<file path="config.mk">
export PLATFORM = sky130hd
export DESIGN_NAME = ptpl_edge
export DESIGN_NICKNAME = d
export VERILOG_FILES = /design/src/rtl/ptpl_pkg.sv /design/src/rtl/ptpl_edge.sv
export SDC_FILE = /design/constraint.sdc
export NUM_CORES = 2
export LEC_CHECK = 0
export CORE_ASPECT_RATIO = 1.1
export CORE_MARGIN = 3
export CORE_UTILIZATION = 27
export CTS_BUF_LIST = sky130_fd_sc_hd__clkbuf_16
export CTS_CLUSTER_SIZE = 16
export DETAILED_ROUTE_END_ITERATION = 10
export DONT_BUFFER_PORTS = 1
export HOLD_SLACK_MARGIN = 0.12
export PLACE_DENSITY = 0.39
export SETUP_SLACK_MARGIN = 0.2
export SYNTH_ARGS = -nofsm -noshare
export SYNTH_HDL_FRONTEND = slang
export SYNTH_SLANG_ARGS = --single-unit
</file>
<file path="constraint.sdc">
create_clock -name clk -period 29.8 [get_ports clk]
set_clock_uncertainty 0.15 [all_clocks]
set_input_delay 2.98 -clock clk [delete_from_list [all_inputs] [get_ports clk]]
set_output_delay 2.98 -clock clk [all_outputs]
set_load 0.02 [all_outputs]
</file>
<file path="src/rtl/ptpl_pkg.sv">
`timescale 1ns / 1ps
package ptpl_pkg;

  localparam int COORD_BITS       = 24;
  localparam int MAX_VERTICES_DEF = 1024;

  localparam int DIFF_W = COORD_BITS + 1;
  localparam int MUL_W  = 27;
  localparam int PROD_W = 2 * MUL_W;
  localparam int LEN_W  = 51;
  localparam int MAG_W  = 51;
  localparam int LO_W   = 26;
  localparam int HI_W   = MAG_W - LO_W;
  localparam int C2_W   = 2 * MAG_W;
  localparam int KEY_W  = 68;
  localparam int ROOT_W = KEY_W / 2;
  localparam int DIST_W = 33;
  localparam int FRAC_SH = 16;

  localparam logic [1:0] REQ_CLEAR  = 2'd0;
  localparam logic [1:0] REQ_APPEND = 2'd1;
  localparam logic [1:0] REQ_QUERY  = 2'd2;

  localparam logic [1:0] ST_OK    = 2'd0;
  localparam logic [1:0] ST_DEGEN = 2'd1;
  localparam logic [1:0] ST_EMPTY = 2'd2;
  localparam logic [1:0] ST_FULL  = 2'd3;

  typedef struct packed {
    logic [COORD_BITS-1:0] x;
    logic [COORD_BITS-1:0] y;
    logic                  mark;
  } vtx_t;

  typedef struct packed {
    logic             degen;
    logic [KEY_W-1:0] key;
  } edge_res_t;

  typedef enum logic [3:0] {
    T_IDLE, T_READ, T_VTX, T_E1_GO, T_E1_WAIT, T_E2_GO, T_E2_WAIT,
    T_NEXT, T_SQ_GO, T_SQ_WAIT, T_DONE
  } top_state_t;

  typedef enum logic [4:0] {
    E_IDLE, E_LEN0, E_LEN1, E_DOT0, E_DOT1, E_DOTF, E_DEC,
    E_SQ0, E_SQ1, E_SQF, E_CR0, E_CR1, E_CRF,
    E_C2A, E_C2B, E_C2C, E_C2D, E_DIVI, E_DIV, E_DONE
  } edge_state_t;

endpackage

</file>
<file path="src/rtl/ptpl_edge.sv">
`timescale 1ns / 1ps
module ptpl_edge import ptpl_pkg::*; (
  input  logic                         clk,
  input  logic                         rst,
  input  logic                         start,
  input  logic signed [COORD_BITS-1:0] ax,
  input  logic signed [COORD_BITS-1:0] ay,
  input  logic signed [COORD_BITS-1:0] bx,
  input  logic signed [COORD_BITS-1:0] by,
  input  logic signed [COORD_BITS-1:0] px,
  input  logic signed [COORD_BITS-1:0] py,
  output logic                         done,
  output edge_res_t                    res
);

  edge_state_t state, state_next;

  logic signed [DIFF_W-1:0] ex, ey, vx, vy, wx, wy;
  logic                     use_end;
  logic signed [MUL_W-1:0]  ma, mb;
  logic signed [PROD_W-1:0] prod;
  logic signed [PROD_W:0]   acc, dot, sum, dif;
  logic [LEN_W-1:0]         len2;
  logic [MAG_W-1:0]         mag;
  logic [C2_W-1:0]          c2;
  logic [LEN_W-1:0]         rem;
  logic [KEY_W-1:0]         dq;
  logic [6:0]               cnt;
  logic [LEN_W:0]           r2;
  logic                     ge;

  assign sum = acc + (PROD_W + 1)'(prod);
  assign dif = acc - (PROD_W + 1)'(prod);
  assign r2  = {rem, dq[KEY_W-1]};
  assign ge  = r2 >= {1'b0, len2};

  always_comb begin
    state_next = state;
    case (state)
      E_IDLE: if (start) state_next = E_LEN0;
      E_LEN0: state_next = E_LEN1;
      E_LEN1: state_next = E_DOT0;
      E_DOT0: state_next = E_DOT1;
      E_DOT1: state_next = E_DOTF;
      E_DOTF: state_next = E_DEC;
      E_DEC: begin
        if (len2 == '0) state_next = E_DONE;
        else if (dot[PROD_W] || dot > (PROD_W + 1)'(len2)) state_next = E_SQ0;
        else state_next = E_CR0;
      end
      E_SQ0:  state_next = E_SQ1;
      E_SQ1:  state_next = E_SQF;
      E_SQF:  state_next = E_DONE;
      E_CR0:  state_next = E_CR1;
      E_CR1:  state_next = E_CRF;
      E_CRF:  state_next = E_C2A;
      E_C2A:  state_next = E_C2B;
      E_C2B:  state_next = E_C2C;
      E_C2C:  state_next = E_C2D;
      E_C2D:  state_next = E_DIVI;
      E_DIVI: state_next = E_DIV;
      E_DIV:  if (cnt == 7'(KEY_W - 1)) state_next = E_DONE;
      E_DONE: state_next = E_IDLE;
      default: state_next = E_IDLE;
    endcase
  end

  always_comb begin
    done = 1'b0;
    ma   = '0;
    mb   = '0;
    case (state)
      E_LEN0: begin ma = MUL_W'(ex); mb = MUL_W'(ex); end
      E_LEN1: begin ma = MUL_W'(ey); mb = MUL_W'(ey); end
      E_DOT0: begin ma = MUL_W'(ex); mb = MUL_W'(vx); end
      E_DOT1: begin ma = MUL_W'(ey); mb = MUL_W'(vy); end
      E_SQ0: begin
        ma = MUL_W'(use_end ? wx : vx);
        mb = MUL_W'(use_end ? wx : vx);
      end
      E_SQ1: begin
        ma = MUL_W'(use_end ? wy : vy);
        mb = MUL_W'(use_end ? wy : vy);
      end
      E_CR0: begin ma = MUL_W'(ex); mb = MUL_W'(vy); end
      E_CR1: begin ma = MUL_W'(ey); mb = MUL_W'(vx); end
      E_C2A: begin
        ma = MUL_W'({1'b0, mag[MAG_W-1:LO_W]});
        mb = MUL_W'({1'b0, mag[MAG_W-1:LO_W]});
      end
      E_C2B: begin
        ma = MUL_W'({1'b0, mag[MAG_W-1:LO_W]});
        mb = MUL_W'({1'b0, mag[LO_W-1:0]});
      end
      E_C2C: begin
        ma = MUL_W'({1'b0, mag[LO_W-1:0]});
        mb = MUL_W'({1'b0, mag[LO_W-1:0]});
      end
      E_DONE: done = 1'b1;
      default: ;
    endcase
  end

  always_ff @(posedge clk) begin
    if (rst) state <= E_IDLE;
    else state <= state_next;
  end

  always_ff @(posedge clk) begin
    prod <= ma * mb;
    case (state)
      E_IDLE: begin
        ex <= DIFF_W'(bx) - DIFF_W'(ax);
        ey <= DIFF_W'(by) - DIFF_W'(ay);
        vx <= DIFF_W'(px) - DIFF_W'(ax);
        vy <= DIFF_W'(py) - DIFF_W'(ay);
        wx <= DIFF_W'(px) - DIFF_W'(bx);
        wy <= DIFF_W'(py) - DIFF_W'(by);
      end
      E_LEN1, E_DOT1, E_SQ1, E_CR1: acc <= (PROD_W + 1)'(prod);
      E_DOT0: len2 <= LEN_W'(sum);
      E_DOTF: dot <= sum;
      E_DEC: begin
        use_end   <= !dot[PROD_W];
        res.degen <= (len2 == '0);
      end
      E_SQF: res.key <= KEY_W'(unsigned'(sum)) << FRAC_SH;
      E_CRF: mag <= dif[PROD_W] ? MAG_W'(-dif) : MAG_W'(dif);
      E_C2B: c2 <= C2_W'(unsigned'(prod)) << (2 * LO_W);
      E_C2C: c2 <= c2 + (C2_W'(unsigned'(prod)) << (LO_W + 1));
      E_C2D: c2 <= c2 + C2_W'(unsigned'(prod));
      E_DIVI: begin
        // numerator is c2 << 16; leading part already below len2
        rem <= LEN_W'(c2 >> (KEY_W - FRAC_SH));
        dq  <= {c2[KEY_W-FRAC_SH-1:0], {FRAC_SH{1'b0}}};
        cnt <= '0;
      end
      E_DIV: begin
        rem <= ge ? LEN_W'(r2 - {1'b0, len2}) : r2[LEN_W-1:0];
        dq  <= {dq[KEY_W-2:0], ge};
        cnt <= cnt + 7'd1;
        if (cnt == 7'(KEY_W - 1)) res.key <= {dq[KEY_W-2:0], ge};
      end
      default: ;
    endcase
  end

endmodule

</file>
---- Word-level counts from Yosys, hierarchy flattened ----
Cells that the tools add are included.
cells by class
  $mul .................................... 1
  order comparisons ....................... 2
  equality and inequality tests ........... 22
  reduce and logical (&&, ||, !) cells .... 16
  add/sub/neg operators ................... 13
  multiplexer cells ....................... 18
operators by type and width
  operator                                              number
  case mux 102 bit (3 select lines)                     1
  case mux 68 bit (2 select lines)                      2
  case mux 27 bit (8 select lines)                      1
  case mux 27 bit (6 select lines)                      1
  subtractor 24 x 24 -> 25 bit                          6
  adder 102 x 54 -> 102 bit                             1
  adder 102 x 81 -> 102 bit                             1
  two-way mux 51 bit                                    2
  case mux 51 bit (2 select lines)                      1
  case mux 5 bit (19 select lines)                      1
  two-way mux 68 bit                                    1
  adder 54 x 54 -> 55 bit                               1
  > comparator 55 x 51 -> 1 bit                         1
  subtractor 54 x 54 -> 55 bit                          1
  multiplier 27 x 27 -> 54 bit                          1
  two-way mux 27 bit                                    2
  greater-or-equal comparator 52 x 51 -> 1 bit          1
  logical NOT 51 bit                                    1
  negation 51 bit                                       1
  subtractor 51 bit                                     1
  equality test 5 x 4 -> 1 bit (second input constant)  8
  equality test 5 x 3 -> 1 bit (second input constant)  4
  equality test 5 bit (second input constant)           4
  two-way mux 5 bit                                     3
  17 further kinds                                      25
storage, ports and cells
  register bits after elaboration ......... 718
  input bits .............................. 147
  output and inout bits ................... 70
  word-level logic and storage cells ...... 91

---- Logic depth before layout (Yosys ltp) ----
  depth in word-level cells ............... 5
  depth in mapped cells ................... 41
  mapped depth without buffers ............ 37

---- Worst setup path before layout ----
No wires, ideal clock.
  kind .................................... reg-to-reg
  from .................................... register state[0]
  to ...................................... register ex[0], enable pin
  path buffers ............................ 3
  clock period less this slack ............ 12,086 ps
  path slack .............................. 17,714 ps
  data required time ...................... 28,807 ps
  stages on the path, launching flop included .. 5
  arrival ................................. 11,093 ps
  library setup time ...................... 843 ps
  path through ............................ dfxtp_1 -> clkbuf_1 -> clkbuf_1 -> buf_1 -> nor3_1
between the ends
  longest elaborated chain between the ends .. 1
RTL lines
  what                      line              text
  start: declaration        ptpl_edge.sv:16   edge_state_t state, state_next;
  start signal: assignment  ptpl_edge.sv:106  else state <= state_next;
  logical NOT 5 bit         ptpl_edge.sv:111  case (state)
  end signal: assignment    ptpl_edge.sv:113  ex <= DIFF_W'(bx) - DIFF_W'(ax);
  end: declaration          ptpl_edge.sv:18   logic signed [DIFF_W-1:0] ex, ey, vx, vy, wx, wy;
No other way between the ends.
A chain may end at the register's enable or synchronous reset.

---- Worst setup path in the final report ----
  from .................................... register state[1]
  to ...................................... register prod[53]
between the ends
  longest elaborated chain between the ends .. 4
  elaborated cells between the ends (all ways) .. 20
  classes of those cells .................. 1 x mul; 11 x eq/ne; 2 x mux; 6 x reduce/logical
RTL lines
  what                                                                                         line              text
  equality test 5 x 2 -> 1 bit (tied with other cells)                                         ptpl_edge.sv:72   case (state)
  OR reduction 3 bit (no source line) / OR reduction 2 bit (equally long branches)             -
  case mux 27 bit (6 select lines) / case mux 27 bit (8 select lines) (equally long branches)  ptpl_edge.sv:72
  multiplier 27 x 27 -> 54 bit (*)                                                             ptpl_edge.sv:110  prod <= ma * mb;
  end signal: assignment                                                                       ptpl_edge.sv:110
  end: declaration                                                                             ptpl_edge.sv:21   logic signed [PROD_W-1:0] prod;
Mark *: on every way between the ends. The rest lies on a longest branch, timed or not.

==> flow_summary.json <==
{
  "outcome": "complete, no violations",
  "power.net_switching_uw": 4700,
  "dr.first_iter.drc_count": 5001,
  "cp_common_cell": "fa_1",
  "fin_nets": 10000,
  "switching_share_pct": 51.8,
  "start_kind": "register",
  "crit_arrival_ns": 12.91,
  "drtPass1Iterations": 9,
  "async_flop_share_pct": 0,
  "p_leak_uw": 0.0368,
  "seq_area_sq_um": 21000,
  "multi_input_area_sq_um": 50900,
  "ios": 217,
  "top_usage_layer": "met2",
  "cts.clk_slew.worst_paths_ns": 0.06,
  "postCtsHoldBufs": 0,
  "slowest_delay_ns": 0.96,
  "p_seq_share_pct": 17.4,
  "met1_usage_pct": 26.7,
  "dieArea_sq_um": 295000,
  "min_path_cells": 2,
  "grt_overflow": 0,
  "path_buf_inv": 6,
  "slew_viol_final": 0,
  "n_fill_cell": 30400,
  "dieWidth_um": 518,
  "period_share_pct": 41.8,
  "gr-usage-met3_pct": 2.83,
  "powerDensity_nw_per_um2": 106,
  "layout_min_cycle_time_ns": 12.46,
  "worstReg2RegEnd": "prod[53]",
  "final-setup-viol-count": 0,
  "fp.coreArea_sq_um": 287000,
  "areaGrowthSynthToFinish_pct": 10.1,
  "p_clk_share_pct": 13.0,
  "fin_setup_tns_ns": 0,
  "synth_seq_cells": 718,
  "numCtsBuffers": 96,
  "cts.sinks": 718,
  "route.detailed.drc": 0,
  "peakVddDrop_v": 0.000107,
  "synthesis.nets": 10100,
  "track_usage_pct": 20.4,
  "synth_cells": 8553,
  "finalPower_uw": 9070,
  "pwr-share-comb_pct": 69.5,
  "grt_pass1_vias": 64800,
  "worst-setup-path-type": "register to register",
  "cp.required_ns": 30.24,
  "ctsHtreeMaxLevel": 3,
  "grt_max_degree": 151,
  "cts_buffer_depth": 3,
  "layout_setup_ws_ns": 17.34,
  "clkLatencyLatePin_ns": 0.75,
  "ys.flop_type": "edfxtp_1",
  "grt_pass1_wl_um": 446000,
  "via_count": 61900,
  "rsz0062_at_grt": "no",
  "final-hold-violation-count": 0,
  "tightestPinTransition_ns": 1.45,
  "rows": 206,
  "drive_above_1_share_pct": 4.50,
  "yosysSeqAreaShare_pct": 27.0,
  "synth_area_sq_um": 77800,
  "cp-end-kind": "register",
  "start_util_pct": 27.1,
  "cts_tree": "yes",
  "ant_nets": 0,
  "p_int_uw": 4370,
  "viasPerCell": 4.99,
  "r2r-start": "state[1]",
  "gp_congestion": 0.887,
  "reg2reg_depth": 33,
  "synth-edff-count": 659,
  "slowest_stage": "dfxtp_1",
  "drv_cap": 0,
  "syn_area_per_cell_sq_um": 9.10,
  "ys_warn_count": 0,
  "antenna_found_initial": 16,
  "routedWlPerCell_um": 24.6,
  "cts-root-buf": "clkbuf_16",
  "hold_start": "dq[53]",
  "die_h_um": 569,
  "final_cell_mix": "inv_1, nand2_1, fa_1, nor2_1, edfxtp_1",
  "drt_wl_total_um": 305000,
  "place_ws_ns": 17.34,
  "postCtsSetupRepairBufs": 0,
  "fmax_mhz": 80.2,
  "grtUsageMet2_pct": 34.7,
  "final_common_cell": "inv_1",
  "dp_hpwl_um": 245000,
  "postCtsResizedCells": 0,
  "hold_path_end": "dq[54]",
  "relSlewSlack_pct": 3.64,
  "hold_path.class": "register to register",
  "reg2reg_setup_slack_ns": 17.34,
  "path_delay_family": "adder cells",
  "portBuffers": 0,
  "yosysUniqueCellTypes": 95,
  "crit_fanout": 25
}
[power by group through the flow]
stage	sequential (uW)	combinational, uW	clock [uW]
floorplan	1510	4260	0
global placement	1600	6300	0
detailed placement	1610	6290	0
CTS	1580	6350	1220
global route	1590	7070	1260
finish	1580	6310	1180
[area by class of cell]
type	count	share of cell area [%]
repair buffers	129	1.17
inverters	1287	5.64
clock buffers	97	2.83
multi-input cells	6230	59.4
well taps	3848	5.62
flip-flops and latches	718	24.5
diodes	7	0.0204
clock inverters	77	0.864
[kinds of logic after synthesis]
group | share of synthesized area [%]
AOI/OAI and AO/OA | 13.5
xor gates and xnor gates | 5.21
adders and majority gates | 29.9
buffers and inverters | 7.92
DFF | 27.0
muxes | 1.29
and+or+nand+nor | 15.2
[flip-flops by register name, summed over array words and instances, names as in the netlist, 51 cells and up]
register,flops
rem,51
dot,55
mag,51
prod,54
len2,51
res,69
c2,102
dq,68
acc,54
[Yosys cell counts (60+ instances only)]
library cell / instances / share of area [%]
a21o_1: 167 / 1.6
a21oi_1: 467 / 3.0
a22oi_1: 64 / 0.62
and2_1: 96 / 0.77
and3_1: 60 / 0.48
clkbuf_1: 280 / 1.4
edfxtp_1: 659 / 25
fa_1: 772 / 20
ha_1: 622 / 10
inv_1: 1286 / 6.2
mux2i_1: 71 / 0.91
nand2_1: 1059 / 5.1
nand2b_1: 67 / 0.54
nand3_1: 146 / 0.94
nand4_1: 80 / 0.64
nor2_1: 756 / 3.6
nor2b_1: 80 / 0.64
nor3_1: 121 / 0.78
o21a_1: 65 / 0.63
o21ai_0: 338 / 2.2
xnor2_1: 315 / 3.5
xor2_1: 148 / 1.7
[routing by layer]
| metal | up-vias | wire length (um) |
|---|---|---|
| met3 | 410 | 15100 |
| met5 | - | 28 |
| met4 | 4 | 10600 |
| met1 | 31100 | 134000 |
| li1 | 28600 | - |
| met2 | 1749 | 145000 |
[through the flow]
stage	util, %	cells	hold WS, ns	area, sq um
detailed placement	28.8	12200	0.378	82500
finish	29.9	12400	0.385	85700
floorplan	-	8553	0.343	77800
global route	29.9	12400	0.422	85700
CTS	29.9	12400	0.382	85700
global placement	28.8	12200	0.379	82500
[worst register-to-register path, delay by kind of cell, from the launching register on]
kind | cells | cell delay [ns]
muxes | 1 | 0.21
adders and majority gates | 8 | 3.91
and+or+nand+nor | 8 | 2.55
DFF | 1 | 0.96
xor gates and xnor gates | 1 | 0.16
AOI/OAI and AO/OA | 9 | 2.98
buffers and inverters | 6 | 1.46
[how the worst max path moves through the flow]
stage / startpoint / to / slack, ns / cells after the start
2_1_floorplan: state[0] / ex[0] / 17.71 / 4
3_3_place_gp: state[1] / prod[53] / 17.57 / 33
3_5_place_dp: state[1] / prod[53] / 17.34 / 33
4_1_cts: state[1] / prod[53] / 17.36 / 33
5_1_grt: state[1] / prod[53] / 16.64 / 33
6_report: state[1] / prod[53] / 17.34 / 33
(Power assumes the default switching activity.)
