### config.mk
export PLATFORM = sky130hd
export DESIGN_NAME = ptpl_sqrt
export DESIGN_NICKNAME = d
export VERILOG_FILES = /design/src/rtl/ptpl_pkg.sv /design/src/rtl/ptpl_sqrt.sv
export SDC_FILE = /design/constraint.sdc
export NUM_CORES = 1
export LEC_CHECK = 0
export ABC_AREA = 1
export BUFFER_PORTS_ARGS = -buffer_cell sky130_fd_sc_hd__buf_2
export CORE_MARGIN = 3
export CORE_UTILIZATION = 25
export DETAILED_ROUTE_END_ITERATION = 10
export PLACE_DENSITY = 0.38
export SLEW_MARGIN = 10
export SYNTH_ARGS = -nofsm -noshare
export SYNTH_HDL_FRONTEND = slang
export SYNTH_SLANG_ARGS = --single-unit
### constraint.sdc
create_clock -name clk -period 4.45 [get_ports clk]
set_input_delay 0.89 -clock clk [delete_from_list [all_inputs] [get_ports clk]]
set_output_delay 0.89 -clock clk [all_outputs]
set_load 0.01 [all_outputs]
### src/rtl/ptpl_pkg.sv
`timescale 1ns / 1ps
package ptpl_pkg;

  localparam int COORD_BITS       = 24;
  localparam int MAX_VERTICES_DEF = 1024;

  localparam int DIFF_W = COORD_BITS + 1;
  localparam int MUL_W  = 27;
  localparam int PROD_W = 2 * MUL_W;
  localparam int LEN_W  = 51;
  localparam int MAG_W  = 51;
  localparam int LO_W   = 26;
  localparam int HI_W   = MAG_W - LO_W;
  localparam int C2_W   = 2 * MAG_W;
  localparam int KEY_W  = 68;
  localparam int ROOT_W = KEY_W / 2;
  localparam int DIST_W = 33;
  localparam int FRAC_SH = 16;

  localparam logic [1:0] REQ_CLEAR  = 2'd0;
  localparam logic [1:0] REQ_APPEND = 2'd1;
  localparam logic [1:0] REQ_QUERY  = 2'd2;

  localparam logic [1:0] ST_OK    = 2'd0;
  localparam logic [1:0] ST_DEGEN = 2'd1;
  localparam logic [1:0] ST_EMPTY = 2'd2;
  localparam logic [1:0] ST_FULL  = 2'd3;

  typedef struct packed {
    logic [COORD_BITS-1:0] x;
    logic [COORD_BITS-1:0] y;
    logic                  mark;
  } vtx_t;

  typedef struct packed {
    logic             degen;
    logic [KEY_W-1:0] key;
  } edge_res_t;

  typedef enum logic [3:0] {
    T_IDLE, T_READ, T_VTX, T_E1_GO, T_E1_WAIT, T_E2_GO, T_E2_WAIT,
    T_NEXT, T_SQ_GO, T_SQ_WAIT, T_DONE
  } top_state_t;

  typedef enum logic [4:0] {
    E_IDLE, E_LEN0, E_LEN1, E_DOT0, E_DOT1, E_DOTF, E_DEC,
    E_SQ0, E_SQ1, E_SQF, E_CR0, E_CR1, E_CRF,
    E_C2A, E_C2B, E_C2C, E_C2D, E_DIVI, E_DIV, E_DONE
  } edge_state_t;

endpackage

### src/rtl/ptpl_sqrt.sv
`timescale 1ns / 1ps
module ptpl_sqrt import ptpl_pkg::*; (
  input  logic              clk,
  input  logic              rst,
  input  logic              start,
  input  logic [KEY_W-1:0]  key,
  output logic              done,
  output logic [DIST_W-1:0] root
);

  logic              busy;
  logic [5:0]        cnt;
  logic [KEY_W-1:0]  val;
  logic [ROOT_W+1:0] rem;
  logic [ROOT_W-1:0] acc;
  logic [ROOT_W+3:0] rp, trial;
  logic              ge;

  assign rp    = {rem, val[KEY_W-1:KEY_W-2]};
  assign trial = (ROOT_W + 4)'({acc, 2'b01});
  assign ge    = rp >= trial;
  assign root  = DIST_W'(acc);

  always_ff @(posedge clk) begin
    if (rst) begin
      busy <= 1'b0;
      done <= 1'b0;
    end else begin
      done <= 1'b0;
      if (start) begin
        busy <= 1'b1;
      end else if (busy && cnt == 6'(ROOT_W - 1)) begin
        busy <= 1'b0;
        done <= 1'b1;
      end
    end
  end

  always_ff @(posedge clk) begin
    if (start) begin
      val <= key;
      rem <= '0;
      acc <= '0;
      cnt <= '0;
    end else if (busy) begin
      val <= val << 2;
      rem <= ge ? (ROOT_W + 2)'(rp - trial) : (ROOT_W + 2)'(rp);
      acc <= {acc[ROOT_W-2:0], ge};
      cnt <= cnt + 6'd1;
    end
  end

endmodule

# Yosys cells after proc, flatten, opt, wreduce, memory -nomap -nowiden
# Cells that the tools add are included.
[op_classes]
muxes = 6
n_reduce_logical = 4
eq_ne = 1
addsub = 2
order_cmp = 1
[op_table]
columns = ["operator", "count"]
rows = [
  ["68-bit 2-to-1 mux", 2],
  ["38-bit by 36-bit >= comparator with 1-bit output", 1],
  ["36-bit 2-to-1 mux", 1],
  ["36-bit subtractor", 1],
  ["6-bit by 1-bit adder with 6-bit output (second input constant)", 1],
  ["6-bit equality test (second input constant)", 1],
  ["2-bit nonzero test", 2],
  ["1-bit 2-to-1 mux", 3],
  ["2-bit OR reduction", 1],
  ["1-bit logical AND", 1],
]
[totals]
reg_bits = 146
out_inout_bits = 34

# Depth between registers and ports, before layout
# Gate-level depths: netlist of run 1.
[depth]
ltp_word = 4
depth_mapped = 17
depth_no_buf = 17

# Worst setup path after synthesis of run 1
# Ideal clock, no wire load.
[synth_path]
path_type = "input -> register"
startpoint = "input port start"
endpoint = "register val[0] (enable)"
required_time_ps = 3991
setup_slack_ps = 568
path_stages = 4
setup_time_ps = 459
t_arrival_ps = 3423
path_cell_list = "clkbuf_1 > nor2_1 > clkinv_1 > buf_1"
[synth_via]
elab_chain_cells = 1
[synth_lines]
columns = ["item", "line_no", "source"]
rows = [
  ["start: declaration", "ptpl_sqrt.sv:5", "input logic start,"],
  ["2-bit nonzero test (no line)", "--", ""],
  ["end signal: assignment", "ptpl_sqrt.sv:41", "val <= key;"],
  ["end signal: assignment", "ptpl_sqrt.sv:46", "val <= val << 2;"],
  ["end: declaration", "ptpl_sqrt.sv:13", "logic [KEY_W-1:0] val;"],
]
# No other way between the ends.
# A chain may end at the register's enable or synchronous reset.

# Final worst setup path of run 1
[layout_path]
startpoint = "register acc[25]"
endpoint = "register rem[31]"
[layout_via]
elab_chain_cells = 2
[layout_lines]
columns = ["item", "line_no", "source"]
rows = [
  ["start: declaration", "ptpl_sqrt.sv:15", "logic [ROOT_W-1:0] acc;"],
  ["start signal: assignment", "ptpl_sqrt.sv:48", "acc <= {acc[ROOT_W-2:0], ge};"],
  ["36-bit subtractor or 38-bit by 36-bit >= comparator with 1-bit output (tied branches)", "ptpl_sqrt.sv:47, ptpl_sqrt.sv:21", ""],
  ["36-bit 2-to-1 mux (*)", "ptpl_sqrt.sv:47", "rem <= ge ? (ROOT_W + 2)'(rp - trial) : (ROOT_W + 2)'(rp);"],
  ["end signal: assignment", "ptpl_sqrt.sv:47", ""],
  ["end: declaration", "ptpl_sqrt.sv:14", "logic [ROOT_W+1:0] rem;"],
]
# Every way passes the cells marked *; elsewhere a longest branch is shown, timed or not.

==> results.py, run 1 <==
metrics = {
    "setup_path": {
        "arrival_ns": 3.06,
        "cp_cell_sequence": "inv_1, ha_1, nand2_1, nand2_1, inv_1, nor2_1, nor2_1, nand2_1, a21oi_1, nand2_2, nand2_4, nand2_8, nand2_2, nand2_1, nand2_1, nand2_1",
        "critPathTopFamily": "simple AND/OR/NAND/NOR gates",
        "path_max_fanout": 37,
        "crit_top_cell": "nand2_1",
        "crit_path_end_kind": "flop",
        "path_class": "flop to flop",
        "critPathBufInv": 2,
        "critPathSlowestCell": "nand2_4",
        "max_stage_delay_ns": 0.39,
        "crit_path_start_kind": "flop",
        "cp.required_ns": 4.79,
    },
    "drt": {
        "drtIter0Drc": 362,
        "wl_per_cell_um": 14.3,
        "antenna_left": 0,
        "via_count": 7845,
        "drcViolationCount": 0,
        "dr.pass1.iters": 7,
        "finalWirelength_um": 26100,
        "via_per_inst": 4.30,
    },
    "global_route": {
        "grt_pass1_wl_um": 42700,
        "grtUsageMet2_pct": 22.2,
        "grt_pass1_vias": 7946,
        "grt_start_max_net_pins": 70,
        "grtUsageMet3_pct": 3.49,
        "grt_use_total_pct": 13.9,
        "grt.met1_usage_pct": 19.0,
        "grt.overflow.total": 0,
        "antenna_found_initial": 1,
        "top_usage_layer": "met2",
    },
    "clock_network": {
        "clock_sinks": 146,
        "hold_buffers": 0,
        "cts_inserted_buffers": 17,
        "post_cts_resized": 0,
        "clock_latency_ns": 0.44,
        "cts_root_buf": "clkbuf_16",
        "cts.clk_slew.worst_paths_ns": 0.07,
        "ctsLongestPathBuffers": 2,
        "tritoncts": "built",
        "htree_num_levels": 4,
        "post-cts-setup-buffer-count": 0,
    },
    "placement": {
        "hpwl_um": 19300,
        "gp_congestion": 0.902,
        "placed_area_um2": 9720,
        "port_buffers": 104,
    },
    "logic_synthesis": {
        "synth_area_leaders": "nand2_1, edfxtp_1, dfxtp_1, inv_1, ha_1",
        "synth_area_um2": 8980,
        "netlist-cell-type-count": 38,
        "postSynthRegisterBits": 146,
        "yosys_warnings": 0,
        "synthTopCellsByCount": "nand2_1, inv_1, dfxtp_1",
        "synthesis.nets": 1409,
        "yosysSeqAreaShare_pct": 40.1,
        "async_reset_ff_share_pct": 0,
        "synth_edf_count": 68,
        "synth_top_area_share_pct": 24.6,
        "synthCells": 1300,
        "syn_avg_cell_area_um2": 6.91,
        "yosysTopAreaCell": "nand2_1",
        "yosysMostFrequentCell": "nand2_1",
        "synthFlopType": "dfxtp_1",
    },
    "pwr": {
        "leakagePower_nw": 5.41,
        "ir_worst_vdd_uv": 453,
        "p_int_mw": 3.98,
        "pwr-share-clk_pct": 21.0,
        "switchingPower_mw": 3.71,
        "p_seq_share_pct": 21.8,
        "p_per_area_nw_per_um2": 743,
        "combPwrFrac_pct": 57.2,
        "swShare_pct": 48.3,
    },
    "sta": {
        "setup_violations": 0,
        "relSlewSlack_pct": 39.6,
        "fin_crit_sh_pct": 61.1,
        "rsz0062_at_grt": "no",
        "finalHoldViolCount": 0,
        "report.final.slew_viol_count": 0,
        "final.setup.tns_ns": 0,
        "clock-skew-final_ns": 0.0118,
        "min_period_ns": 2.72,
        "worst_pin_slew_ns": 0.906,
        "max_freq_mhz": 368,
    },
    "flow_run": {
        "maxCapViolCount": 0,
    },
    "floorplanning": {
        "fp.dieW_um": 196,
        "ios": 105,
        "core_area_um2": 35000,
        "dieArea_um2": 38200,
        "rows": 68,
        "die_y_um": 196,
        "initial_core_util_pct": 25.7,
    },
    "finish": {
        "nNetsFinal": 1469,
        "area_growth_pct": 15.3,
        "n_antenna_cell": 0,
        "final_area_um2": 10400,
        "final_layout_size_suffix_gt1_share_pct": 12.1,
    },
    "outcome": {
        "outcome": "complete, no violations",
    },
    "worst_hold_path": {
        "hp-class": "flop to flop",
    },
}
[layout make-up]
cell class / instances / area, um2
sequential: 146 / 3600
multi-input combinational: 904 / 4290
tap: 455 / 569
inverter: 179 / 674
timing repair buffer: 112 / 581
clock inverter: 12 / 206
clock buffer: 18 / 429
fill: 3963 / 24600
[flip-flops by register name, summed over array words and instances (netlist names)]
| signal | count |
|---|---|
| acc | 34 |
| rem | 36 |
| busy | 1 |
| done | 1 |
| cnt | 6 |
| val | 68 |
[layer usage]
layer  part of all wire (%)  vias up
met4                    1.2        2
met1                     50     3550
met5                  0.050        -
met2                     45      132
li1                       -     4141
met3                    4.3       20
[cell usage in the layout, fill, tap and decap left out, types with 2 or more instances in the layout]
cell,instances
edfxtp_1,68
o21ai_0,11
nand2_2,6
inv_2,4
nand3b_1,30
nor3_1,5
buf_2,104
bufinv_16,5
nand2_1,589
nor2_2,7
nand3_1,63
clkinv_2,2
inv_1,173
xor2_1,5
inv_6,2
o22ai_1,34
buf_4,8
ha_1,38
dfxtp_1,78
clkbuf_16,17
o21a_1,2
o21bai_1,3
xnor2_1,12
clkinv_4,2
a21oi_1,25
nand4_1,8
nor3_2,2
nor2_1,53
[power groups by stage]
stage / registers [mW] / logic, mW / clock network [mW]
6_report: 1.68 / 4.40 / 1.62
5_1_grt: 1.70 / 5.05 / 1.73
4_1_cts: 1.68 / 4.46 / 1.67
3_5_place_dp: 1.70 / 4.44 / 0
3_3_place_gp: 1.70 / 4.45 / 0
2_1_floorplan: 1.68 / 3.32 / 0
[final timing paths]
check	startpoint	to	slack, ns	cells past startpoint
worst max-delay path	acc[25]	rem[31]	1.73	16
worst min-delay path	rem[34]	rem[34]	0.45	2
worst max register to register	acc[25]	rem[31]	1.73	16
worst min register to register	rem[34]	rem[34]	0.45	2
[logic make-up after synthesis]
group           share of synthesized area [%]
buf+inv                                  12.2
fa+ha+maj                                5.29
compound gates                           5.24
simple gates                             35.5
flops                                    40.1
xor+xnor                                 1.66
[tightest hold or removal path: cells and delay by family, from the launching register on]
family / cells / cell delay, ns
DFF: 1 / 0.31
and+or+nand+nor: 2 / 0.10
[metrics by stage]
stage	hold WS [ns]	worst slack (ns)	instances	total power, mW	util (%)
CTS	0.454	1.66	1826	7.81	29.6
global route	0.491	1.39	1826	8.47	29.6
floorplan	0.418	0.568	1300	5.00	-
detailed placement	0.441	1.67	1796	6.14	27.8
global placement	0.441	1.73	1796	6.15	27.8
finish	0.453	1.73	1826	7.70	29.6
Power figures use the tool's default switching activity.
==> run 2, diff against run 1 <==
==> constraint.sdc (replaced) <==
create_clock -name clk -period 2.65 [get_ports clk]
set_input_delay 0.53 -clock clk [delete_from_list [all_inputs] [get_ports clk]]
set_output_delay 0.53 -clock clk [all_outputs]
set_load 0.01 [all_outputs]
==> run 2 against run 1 <==
Routed wire length rose by 0.85%. Clock skew about the same. Cell count increased by 0.93%. Critical path depth is 2 lower. Clock-buffer cell count shrank 1. Largest power group unchanged.
==> results.py, run 2 (synthesis results as in run 1) <==
metrics = {
    "finish": {
        "seq_area_um2": 3600,
        "multiInputGateArea_um2": 4290,
        "nNetsFinal": 1483,
        "final_layout_size_suffix_gt1_share_pct": 13.2,
        "layout_common_cells": "nand2_1, inv_1, buf_2",
        "mostFrequentLayoutCell": "nand2_1",
        "area_growth_pct": 16.3,
        "largest_register": "val",
        "nFillCells": 3917,
        "stdcell_count": 1843,
        "largest_reg_flops": 68,
        "reg_top3": "val (68), rem (36), acc (34)",
        "final_area_um2": 10400,
    },
    "drt": {
        "via_per_inst": 4.27,
        "via_count": 7871,
        "antenna_left": 0,
        "dr.pass1.iters": 5,
        "drtIter0Drc": 293,
        "drcViolationCount": 0,
        "finalWirelength_um": 26300,
        "wl_per_cell_um": 14.3,
    },
    "pwr": {
        "combPwrFrac_pct": 58.7,
        "pwr-share-clk_pct": 19.5,
        "leakagePower_nw": 5.45,
        "p_int_mw": 6.57,
        "p_per_area_nw_per_um2": 1240,
        "p_seq_share_pct": 21.8,
        "switchingPower_mw": 6.34,
        "ir_worst_vdd_uv": 616,
        "swShare_pct": 49.1,
    },
    "clock_network": {
        "clock_sinks": 146,
        "post-cts-setup-buffer-count": 0,
        "htree_num_levels": 4,
        "cts_inserted_buffers": 17,
        "clock_latency_ns": 0.45,
        "cts.clk_slew.worst_paths_ns": 0.07,
        "cts_root_buf": "clkbuf_16",
        "hold_buffers": 0,
        "ctsLongestPathBuffers": 2,
        "tritoncts": "built",
        "post_cts_resized": 0,
    },
    "sta": {
        "fin_crit_sh_pct": 90.0,
        "finalHoldViolCount": 0,
        "relSlewSlack_pct": 67.2,
        "final.setup.tns_ns": 0,
        "max_freq_mhz": 419,
        "rsz0062_at_grt": "no",
        "setup_violations": 0,
        "min_period_ns": 2.39,
        "clock-skew-final_ns": 0.0117,
        "worst_pin_slew_ns": 0.491,
        "holdWs_ns": 0.267,
        "report.final.slew_viol_count": 0,
    },
    "global_route": {
        "grt.overflow.total": 0,
        "top_usage_layer": "met2",
        "grtUsageMet2_pct": 23.0,
        "grt_pass1_vias": 8109,
        "grt_start_max_net_pins": 43,
        "grtUsageMet3_pct": 3.42,
        "grt_use_total_pct": 14.1,
        "grt_pass1_wl_um": 43100,
        "grt.met1_usage_pct": 18.6,
        "antenna_found_initial": 2,
    },
    "setup_path": {
        "reg2reg_slack_ns": 0.26,
        "cp.required_ns": 2.98,
        "r2r-start": "acc[18]",
        "path_class": "flop to flop",
        "crit-reg2reg-capture": "rem[21]",
        "path_max_fanout": 26,
        "arrival_ns": 2.72,
        "crit_path_end_kind": "flop",
        "crit_path_start_kind": "flop",
        "ff2ff_path_depth": 14,
    },
    "floorplanning": {
        "dieArea_um2": 38200,
        "die_y_um": 196,
        "core_area_um2": 35000,
        "initial_core_util_pct": 25.7,
        "ios": 105,
        "fp.dieW_um": 196,
        "rows": 68,
    },
    "worst_hold_path": {
        "hp-class": "input port to flop",
        "worstHoldStart": "rst",
        "hold_end": "done",
        "hold_depth": 2,
    },
    "placement": {
        "placed_area_um2": 9850,
        "hpwl_um": 20200,
        "gp_congestion": 0.919,
        "dp.cells": 1810,
        "port_buffers": 104,
    },
    "outcome": {
        "outcome": "complete, no violations",
    },
    "flow_run": {
        "maxCapViolCount": 0,
    },
}
[run 2: changes by cell type in the layout (fill, tap and decap cells not counted), sizes merged]
cell      delta
buf         +14
bufinv       -3
clkinvlp     +3
inv          +3
clkbuf       -1
diode        +1
[run 2: layout make-up]
cell class	instances	area share [%]
Clock buffer	17	4.07
Tap cell	455	5.45
Clock inverter	15	1.66
Antenna cell	1	0.0239
Inverter	179	6.45
Multi-Input combinational cell	904	41.0
Timing Repair Buffer	126	6.80
Sequential cell	146	34.5
[run 2: worst max path at each step]
| stage | from | endpoint | cells after the start |
|---|---|---|---|
| after detailed placement | acc[18] | rem[26] | 14 |
| after global placement | acc[0] | rem[26] | 16 |
| after global routing | acc[12] | rem[25] | 14 |
| after CTS | acc[0] | rem[21] | 16 |
| after floorplan | start | val[0] | 4 |
| final | acc[18] | rem[21] | 14 |
[run 2: metrics by stage]
stage	total power [mW]	util [%]	worst slack, ns
final	12.9	29.9	0.265
after global routing	14.3	29.9	0.0254
after floorplan	8.39	-	0.119
after global placement	10.6	28.2	0.243
after detailed placement	10.5	28.2	0.240
after CTS	13.1	29.9	0.216
[run 2: worst max-delay path, cell delays in order, from the launching register on]
cell     delay, ns
dfxtp_1       0.32
inv_1         0.07
ha_1          0.41
nand2_1       0.16
nor2_2        0.18
nand2_1       0.14
nor2_2        0.12
nand3_1       0.07
nand2_1       0.10
a21oi_4       0.09
nand2_8       0.21
buf_4         0.20
nand2_1       0.06
nand3_1       0.06
nand2_1       0.05
[run 2: routing by layer]
| layer | part of all wire (%) | wire (um) |
|---|---|---|
| met1 | 48 | 12600 |
| met2 | 46 | 12100 |
| met3 | 4.8 | 1270 |
| met4 | 1.2 | 316 |
| met5 | 0.080 | 21 |
[run 2: power by group through the flow]
| stage | Clock [mW] | Combinational, mW | Sequential (mW) |
|---|---|---|---|
| after CTS | 2.63 | 7.68 | 2.81 |
| final | 2.52 | 7.59 | 2.81 |
| after detailed placement | 0 | 7.64 | 2.86 |
| after global placement | 0 | 7.72 | 2.86 |
| after global routing | 2.71 | 8.74 | 2.85 |
| after floorplan | 0 | 5.58 | 2.81 |
==> run 3, diff against run 2 <==
==> constraint.sdc (replaced) <==
create_clock -name clk -period 2.32 [get_ports clk]
set_input_delay 0.464 -clock clk [delete_from_list [all_inputs] [get_ports clk]]
set_output_delay 0.464 -clock clk [all_outputs]
set_load 0.01 [all_outputs]
==> run 3 against run 2 <==
Fmax increased by 7.2%. Critical path type unchanged. Hold slack got worse by 0.051 ns. Critical path depth decreased by 2. Critical endpoint is now rem[10]. Cell count increased by 2.9%. Via count increased by 2.2%. Setup slack got worse by 0.17 ns. Register-to-register slack got worse by 0.17 ns. Power increased by 26%. Highest routed layer unchanged. Global-route usage increased by 0.20 points. Clock skew increased by 0.0037 ns.
==> results.py, run 3 (synthesis results as in run 1) <==
metrics = {
    "outcome": {
        "outcome": "complete, no violations",
    },
    "clock_network": {
        "cts_root_buf": "clkbuf_16",
        "ctsLongestPathBuffers": 2,
        "htree_num_levels": 4,
        "clock_sinks": 146,
        "cts.clk_slew.worst_paths_ns": 0.07,
        "clock_latency_ns": 0.45,
        "tritoncts": "built",
        "hold_buffers": 0,
        "cts_inserted_buffers": 17,
    },
    "sta": {
        "fin_crit_sh_pct": 95.9,
        "clock-skew-final_ns": 0.0154,
        "worst_pin_slew_ns": 0.462,
        "holdWs_ns": 0.215,
        "finalHoldViolCount": 0,
        "relSlewSlack_pct": 69.2,
        "final.setup.tns_ns": 0,
        "setup_violations": 0,
        "rsz0062_at_grt": "yes",
        "min_period_ns": 2.22,
        "report.final.slew_viol_count": 0,
        "max_freq_mhz": 449,
    },
    "finish": {
        "largest_register": "val",
        "n_antenna_cell": 0,
        "layout_common_cells": "nand2_1, inv_1, buf_2",
        "final_layout_size_suffix_gt1_share_pct": 20.6,
        "largest_reg_flops": 68,
        "nNetsFinal": 1538,
        "stdcell_count": 1897,
        "reg_top3": "val (68), rem (36), acc (34)",
        "finish.utilization_pct": 32.3,
        "mostFrequentLayoutCell": "nand2_1",
        "area_growth_pct": 25.7,
    },
    "pwr": {
        "p_per_area_nw_per_um2": 1440,
        "ir_worst_vdd_uv": 732,
        "pwr-share-clk_pct": 17.7,
        "p_int_mw": 8.57,
        "switchingPower_mw": 7.73,
        "p_seq_share_pct": 19.9,
        "power.total_mw": 16.3,
        "leakagePower_nw": 5.77,
        "swShare_pct": 47.4,
        "combPwrFrac_pct": 62.4,
    },
    "flow_run": {
        "maxCapViolCount": 0,
    },
    "placement": {
        "gp_congestion": 0.902,
        "dp.cells": 1859,
        "hpwl_um": 20500,
        "port_buffers": 104,
    },
    "drt": {
        "wl_per_cell_um": 14.3,
        "dr.pass1.iters": 5,
        "via_count": 8043,
        "finalWirelength_um": 27100,
        "drtIter0Drc": 328,
        "drcViolationCount": 0,
        "antenna_left": 0,
        "via_per_inst": 4.24,
    },
    "floorplanning": {
        "die_y_um": 196,
        "fp.dieW_um": 196,
        "initial_core_util_pct": 25.7,
        "rows": 68,
        "dieArea_um2": 38200,
        "ios": 105,
        "core_area_um2": 35000,
    },
    "setup_path": {
        "crit_path_end_kind": "flop",
        "cp.required_ns": 2.65,
        "path_class": "flop to flop",
        "reg2reg_slack_ns": 0.1,
        "arrival_ns": 2.56,
        "crit_path_start_kind": "flop",
        "path_max_fanout": 7,
    },
    "global_route": {
        "grt_start_max_net_pins": 58,
        "antenna_found_initial": 1,
        "grt_use_total_pct": 14.3,
        "grt_pass1_wl_um": 43900,
        "grt_pass1_vias": 8274,
        "grt.overflow.total": 0,
    },
    "worst_hold_path": {
        "hp-class": "input port to flop",
    },
}
-- run 3: layout make-up --
class | instances | area [um2]
clock buffers | 17 | 425
clock inverters | 15 | 173
multi-input cells | 905 | 4650
flip-flops and latches | 146 | 3600
repair buffers | 180 | 1190
well taps | 455 | 569
fillers | 3876 | 23700
inverters | 179 | 674
-- run 3: repair_timing --
| action | 4_1_cts | 5_1_grt |
|---|---|---|
| setup endpoints to repair | 31 | 36 |
| pin swaps | 0 | 4 |
| gates cloned | 0 | 2 |
| resized for setup | 3 | 69 |
| buffers inserted | 0 | 4 |
-- run 3: final timing paths --
kind              startpoint       to  depth (start not counted)
hold reg to reg      rem[35]  rem[35]                          2
setup / recovery     acc[29]  rem[10]                         12
hold / removal           rst     done                          2
setup reg to reg     acc[29]  rem[10]                         12
-- run 3: per-stage QoR --
stage	area (um2)	setup WS, ns
detailed placement	10300	-0.0975
CTS	10900	0.0189
global placement	10300	-0.0863
finish	11300	0.0953
floorplan	8980	0.0471
global route	11300	-0.0200
-- run 3: routing by layer --
layer	GRT usage, %	wire, um
met5	0	7
met4	3.78	464
met3	3.47	1210
met2	23.2	12400
met1	19.0	13000
-- run 3: worst max-delay path, cell delays in order (launching register included) --
cell and delay [ns]:
dfxtp_1 0.32, inv_1 0.08, ha_1 0.34, a21oi_1 0.25, o21a_1 0.19, nand2_1 0.10, a21oi_4 0.32, nand2_8 0.12
clkbuf_16 0.19, nand2_1 0.06, nand2_1 0.05, nand2_1 0.06, nand2_1 0.04
-- run 3: power groups by stage --
stage | registers [mW] | logic, mW | clock network [mW]
floorplan | 3.21 | 6.37 | 0
global route | 3.29 | 11.5 | 3.10
finish | 3.25 | 10.2 | 2.89
detailed placement | 3.26 | 9.40 | 0
CTS | 3.21 | 9.48 | 3.00
global placement | 3.26 | 9.44 | 0
